<file path="config.mk">
export PLATFORM = sky130hd
export DESIGN_NAME = ssad_ctrl
export DESIGN_NICKNAME = d
export VERILOG_FILES = /design/src/hdl/ssad_pkg.sv /design/src/hdl/ssad_ctrl.sv
export SDC_FILE = /design/constraint.sdc
export NUM_CORES = 1
export LEC_CHECK = 0
export BUFFER_PORTS_ARGS = -buffer_cell sky130_fd_sc_hd__clkbuf_2
export CAP_MARGIN = 20
export CORE_AREA = 2 2 39 41
export DETAILED_ROUTE_END_ITERATION = 8
export DIE_AREA = 0 0 41 43
export PLACE_DENSITY = 0.54
export RECOVER_POWER = 25
export REMOVE_ABC_BUFFERS = 1
export SETUP_SLACK_MARGIN = 0.3
export SLEW_MARGIN = 20
export SYNTH_ARGS = -nofsm -noshare
export SYNTH_HDL_FRONTEND = slang
export SYNTH_SLANG_ARGS = --single-unit
</file>
<file path="constraint.sdc">
create_clock -name clock -period 1.54 [get_ports clock]
set_clock_uncertainty 0.15 [all_clocks]
set_input_delay 0 -clock clock [delete_from_list [all_inputs] [get_ports clock]]
set_output_delay 0 -clock clock [all_outputs]
set_load 0.02 [all_outputs]
</file>
<file path="src/hdl/ssad_pkg.sv">
// Shared types, widths, constants and exp tables of the soft-argmax keypoint decoder.
`default_nettype none
package ssad_pkg;

   localparam int LOGIT_W = 16;
   localparam int SUM_W   = 32;
   localparam int WSUM_W  = 44;
   localparam int BIN_W   = 12;
   localparam int ROW_W   = 6;
   localparam int SIZE_W  = 13;
   localparam int POS_W   = 21;
   localparam int EXP_W   = 16;
   localparam int DEN_W   = 40;
   localparam int DVR_W   = 43;
   localparam int DVD_W   = 61;
   localparam int CNT_W   = 6;
   localparam int PROD_W  = WSUM_W + SIZE_W;

   localparam int DEFAULT_ROW_LEN   = 32;
   localparam int DEFAULT_KEYPOINTS = 21;

   localparam logic [SIZE_W-1:0] INPUT_SIZE_RESET = 13'd256;
   localparam logic [POS_W-1:0]  POS_MAX          = 21'h0FFFFF;
   localparam logic [EXP_W-1:0]  ONE_Q15          = 16'd32768;
   localparam logic [15:0]       ROUND_Q15        = 16'd16384;
   localparam logic [7:0]        EXP_INT_LIMIT    = 8'd12;

   typedef enum logic [3:0] {
      ST_IDLE,
      ST_EXP1,
      ST_EXP2,
      ST_UPDATE,
      ST_PREP1,
      ST_PREP2,
      ST_DIV,
      ST_FINISH
   } state_type;

   typedef enum logic {
      REG_MODE       = 1'b0,
      REG_INPUT_SIZE = 1'b1
   } csr_index_type;

   typedef struct packed {
      logic load;
      logic exp1;
      logic exp2;
      logic update;
      logic prep1;
      logic prep2;
      logic div_step;
      logic finish;
   } cmd_type;

   typedef struct packed {
      logic last_bin;
      logic div_done;
      logic out_free;
   } status_type;

   function automatic logic [EXP_W-1:0] exp_int(input logic [3:0] i);
      logic [EXP_W-1:0] r;
      case (i)
         4'd0:    r = 16'd32768;
         4'd1:    r = 16'd12055;
         4'd2:    r = 16'd4435;
         4'd3:    r = 16'd1631;
         4'd4:    r = 16'd600;
         4'd5:    r = 16'd221;
         4'd6:    r = 16'd81;
         4'd7:    r = 16'd30;
         4'd8:    r = 16'd11;
         4'd9:    r = 16'd4;
         4'd10:   r = 16'd1;
         4'd11:   r = 16'd1;
         default: r = 16'd0;
      endcase
      return r;
   endfunction

   function automatic logic [EXP_W-1:0] exp_sixteenth(input logic [3:0] k);
      logic [EXP_W-1:0] r;
      case (k)
         4'd0:    r = 16'd32768;
         4'd1:    r = 16'd30783;
         4'd2:    r = 16'd28918;
         4'd3:    r = 16'd27166;
         4'd4:    r = 16'd25520;
         4'd5:    r = 16'd23974;
         4'd6:    r = 16'd22521;
         4'd7:    r = 16'd21157;
         4'd8:    r = 16'd19875;
         4'd9:    r = 16'd18671;
         4'd10:   r = 16'd17540;
         4'd11:   r = 16'd16477;
         4'd12:   r = 16'd15479;
         4'd13:   r = 16'd14541;
         4'd14:   r = 16'd13660;
         default: r = 16'd12832;
      endcase
      return r;
   endfunction

   function automatic logic [EXP_W-1:0] exp_fine(input logic [3:0] k);
      logic [EXP_W-1:0] r;
      case (k)
         4'd0:    r = 16'd32768;
         4'd1:    r = 16'd32640;
         4'd2:    r = 16'd32513;
         4'd3:    r = 16'd32386;
         4'd4:    r = 16'd32260;
         4'd5:    r = 16'd32134;
         4'd6:    r = 16'd32009;
         4'd7:    r = 16'd31884;
         4'd8:    r = 16'd31760;
         4'd9:    r = 16'd31636;
         4'd10:   r = 16'd31513;
         4'd11:   r = 16'd31390;
         4'd12:   r = 16'd31267;
         4'd13:   r = 16'd31146;
         4'd14:   r = 16'd31024;
         default: r = 16'd30903;
      endcase
      return r;
   endfunction

endpackage
`default_nettype wire

</file>
<file path="src/hdl/ssad_ctrl.sv">
// Sequencing state machine of the decoder.
`default_nettype none
module ssad_ctrl (
   input  wire logic                 clock,
   input  wire logic                 reset,
   input  wire logic                 req_valid,
   output logic                      req_ready,
   input  wire ssad_pkg::status_type status,
   output ssad_pkg::cmd_type         cmd
);

   ssad_pkg::state_type state_ff, state_in;

   always_ff @(posedge clock) begin
      if (reset) begin
         state_ff <= ssad_pkg::ST_IDLE;
      end else begin
         state_ff <= state_in;
      end
   end

   always_comb begin
      state_in = state_ff;
      case (state_ff)
         ssad_pkg::ST_IDLE:   if (req_valid) state_in = ssad_pkg::ST_EXP1;
         ssad_pkg::ST_EXP1:   state_in = ssad_pkg::ST_EXP2;
         ssad_pkg::ST_EXP2:   state_in = ssad_pkg::ST_UPDATE;
         ssad_pkg::ST_UPDATE: begin
            state_in = status.last_bin ? ssad_pkg::ST_PREP1 : ssad_pkg::ST_IDLE;
         end
         ssad_pkg::ST_PREP1:  state_in = ssad_pkg::ST_PREP2;
         ssad_pkg::ST_PREP2:  state_in = ssad_pkg::ST_DIV;
         ssad_pkg::ST_DIV:    if (status.div_done) state_in = ssad_pkg::ST_FINISH;
         ssad_pkg::ST_FINISH: if (status.out_free) state_in = ssad_pkg::ST_IDLE;
         default:             state_in = ssad_pkg::ST_IDLE;
      endcase
   end

   always_comb begin
      cmd       = '0;
      req_ready = 1'b0;
      case (state_ff)
         ssad_pkg::ST_IDLE: begin
            req_ready = 1'b1;
            cmd.load  = req_valid;
         end
         ssad_pkg::ST_EXP1:   cmd.exp1     = 1'b1;
         ssad_pkg::ST_EXP2:   cmd.exp2     = 1'b1;
         ssad_pkg::ST_UPDATE: cmd.update   = 1'b1;
         ssad_pkg::ST_PREP1:  cmd.prep1    = 1'b1;
         ssad_pkg::ST_PREP2:  cmd.prep2    = 1'b1;
         ssad_pkg::ST_DIV:    cmd.div_step = 1'b1;
         ssad_pkg::ST_FINISH: cmd.finish   = status.out_free;
         default:             cmd          = '0;
      endcase
   end

endmodule
`default_nettype wire

</file>
==> results.sh <==
export IMPL_synth_top_area_cell="dfxtp_1"
export IMPL_grt_pass1_vias=284
export IMPL_outcome="finished, final reports clean"
export IMPL_crit_path_end_kind="flop"
export IMPL_synth_cell_types=17
export IMPL_finalWeightedCongestion=0.676
export IMPL_diodes=0
export IMPL_ys_seq_area_share_pct=21.4
export IMPL_yosys_warnings=0
export IMPL_fin_nets=68
export IMPL_clk_pin_slew_ps=40
export IMPL_multi_input_area_um2=260
export IMPL_ys_seq_elements=3
export IMPL_power_uw=992
export IMPL_top_regs="state_ff x3"
export IMPL_initial_core_util_pct=20.3
export IMPL_synth_area_leaders="dfxtp_1, ha_1, and2_1"
export IMPL_timing_critical_path_required_ps=1500
export IMPL_ctsLongestPathBuffers=2
export IMPL_grtUsageTotal_pct=9.22
export IMPL_pin_count=15
export IMPL_slew_headroom_pct=73.7
export IMPL_ant_nets=0
export IMPL_avgSynthCellArea_um2=9.04
export IMPL_synth_cells=31
export IMPL_viasPerCell=4.29
export IMPL_setup_violations=0
export IMPL_critical_path_class="reg -> reg"
export IMPL_hold_viol_final=0
export IMPL_antenna_found_initial=0
export IMPL_fillers=133
export IMPL_h_tree_depth=1
export IMPL_regMostFlops="state_ff"
export IMPL_power_leakage_uw=0.000283
export IMPL_hp_class="in -> reg"
export IMPL_final_area_um2=602
export IMPL_dp_hpwl_um=508
export IMPL_ff2ff_path_depth=6
export IMPL_largest_reg_flops=3
export IMPL_final_cell_mix="clkbuf_2, buf_6, nor2b_4, clkbuf_4"
export IMPL_grt_pass1_wl_mm=1.06
export IMPL_dr_total_vias=313
export IMPL_fmaxAchievable_mhz=671
export IMPL_finalMaxSlewViolations=0
export IMPL_numCtsBuffers=3
export IMPL_whs_path_depth=4
export IMPL_place_ws_ps=-39.8
export IMPL_wl_um=730
export IMPL_wire_per_inst_um=10.0
export IMPL_powerDensity_nw_per_um2=1650
export IMPL_rows=14
export IMPL_clkLatencyLatePin_ps=240
export IMPL_final_util_pct=43.5
export IMPL_maxCapViolCount=0
export IMPL_yosys_area_top_type_share_pct=21.4
export IMPL_drtPass1Iterations=2
export IMPL_tightest_slew_ps=394
export IMPL_layout_commonest_cell="clkbuf_2"
export IMPL_synthesis_area_um2=280
export IMPL_drive_above_1_share_pct=61.4
export IMPL_ir_drop_mv=0.529
export IMPL_cp_start_kind="flop"
export IMPL_port_buffer_count=14
export IMPL_period_minus_slack_ps=1490
export IMPL_place_area_um2=385
export IMPL_syn2layout_area_growth_pct=115
export IMPL_worstPathArrival_ps=1450
export IMPL_layout_setup_ws_ps=50.2
export IMPL_grt_max_degree=11
export IMPL_core_um2=1380
export IMPL_period_share_pct=96.7
export IMPL_fp_dieW_um=41
export IMPL_hold_ws_ps=128
export IMPL_seq_area_um2=67.6
export IMPL_rsz0062_at_grt="yes"
export IMPL_cts_sinks=3
export IMPL_die_h_um=43
export IMPL_drcViolationCount=0
export IMPL_dieArea_um2=1760
export IMPL_worst_path_max_fanout=4
export IMPL_drt_iter0_markers=3
export IMPL_cts_tree="done"
export IMPL_cts_root_buf="clkbuf_4"
export IMPL_grt_overflow=0
critical path, cell delays in order, from the launching register on:
cell and delay [ps]:
dfxtp_4 370, inv_4 50, ha_4 150, nor2b_4 120
o21a_1 220, o211ai_1 210, o41ai_2 100
cell usage after synthesis (all sizes together):
cell type / instances
inv: 4
ha: 4
o21ai: 1
o41ai: 2
a211oi: 1
o21a: 1
and2b: 3
nand2: 1
and3: 1
o311a: 1
and2: 4
o211ai: 1
nor2b: 4
dfxtp: 3
worst paths after layout:
path               startpoint           to  slack (ps)
hold reg to reg   state_ff[1]  state_ff[1]         430
setup reg to reg  state_ff[0]  state_ff[1]          50
setup / recovery  state_ff[0]  state_ff[1]          50
hold / removal      status[1]  state_ff[1]         130
per-layer routing:
metal  part of all wire [%]  track usage (%)  up-vias
met2                     53             15.3        8
li1                       -                -      160
met1                     40             8.95      143
met5                      0                0        -
met4                    1.9             6.00        0
met3                    5.5             3.14        2
area by class of cell:
type | instances | share of cell area (%)
tap | 16 | 3.33
clock buffer | 4 | 4.37
timing repair buffer | 22 | 34.9
inverter | 4 | 2.91
multi-input combinational | 24 | 43.2
sequential | 3 | 11.2
cell families (layout without fill, tap and decap cells):
kind of cell,after synthesis,count (layout),synth area share (%)
AO/OA/AOI/OAI,7,7,22.3
adder cells (fa/ha/maj),4,4,17.9
buffers and inverters,4,30,5.36
flip-flops,3,3,21.4
AND/OR/NAND/NOR,13,13,33.0
report_power, final:
| part | switching, µW | internal, µW | total, µW |
|---|---|---|---|
| Combinational | 282 | 392 | 674 |
| Clock | 42.0 | 97.2 | 139 |
| Sequential | 55.7 | 123 | 179 |
| Total | 380 | 613 | 992 |
repair_timing:
| action | in CTS | in global routing |
|---|---|---|
| endpoints found under the setup margin | 12 | 12 |
| pin swaps | 3 | 4 |
| endpoints found under the hold margin | 3 | 0 |
| gates resized for setup | 29 | 11 |
| hold buffers | 3 | 0 |
| setup buffers | 2 | 1 |
stage by stage:
stage	std cells	TNS [ps]
2_1_floorplan	31	-3.96
3_3_place_gp	63	-34.9
3_5_place_dp	63	-70.5
4_1_cts	72	0
5_1_grt	73	-10.1
6_report	73	0
Power figures use the tool's default switching activity.
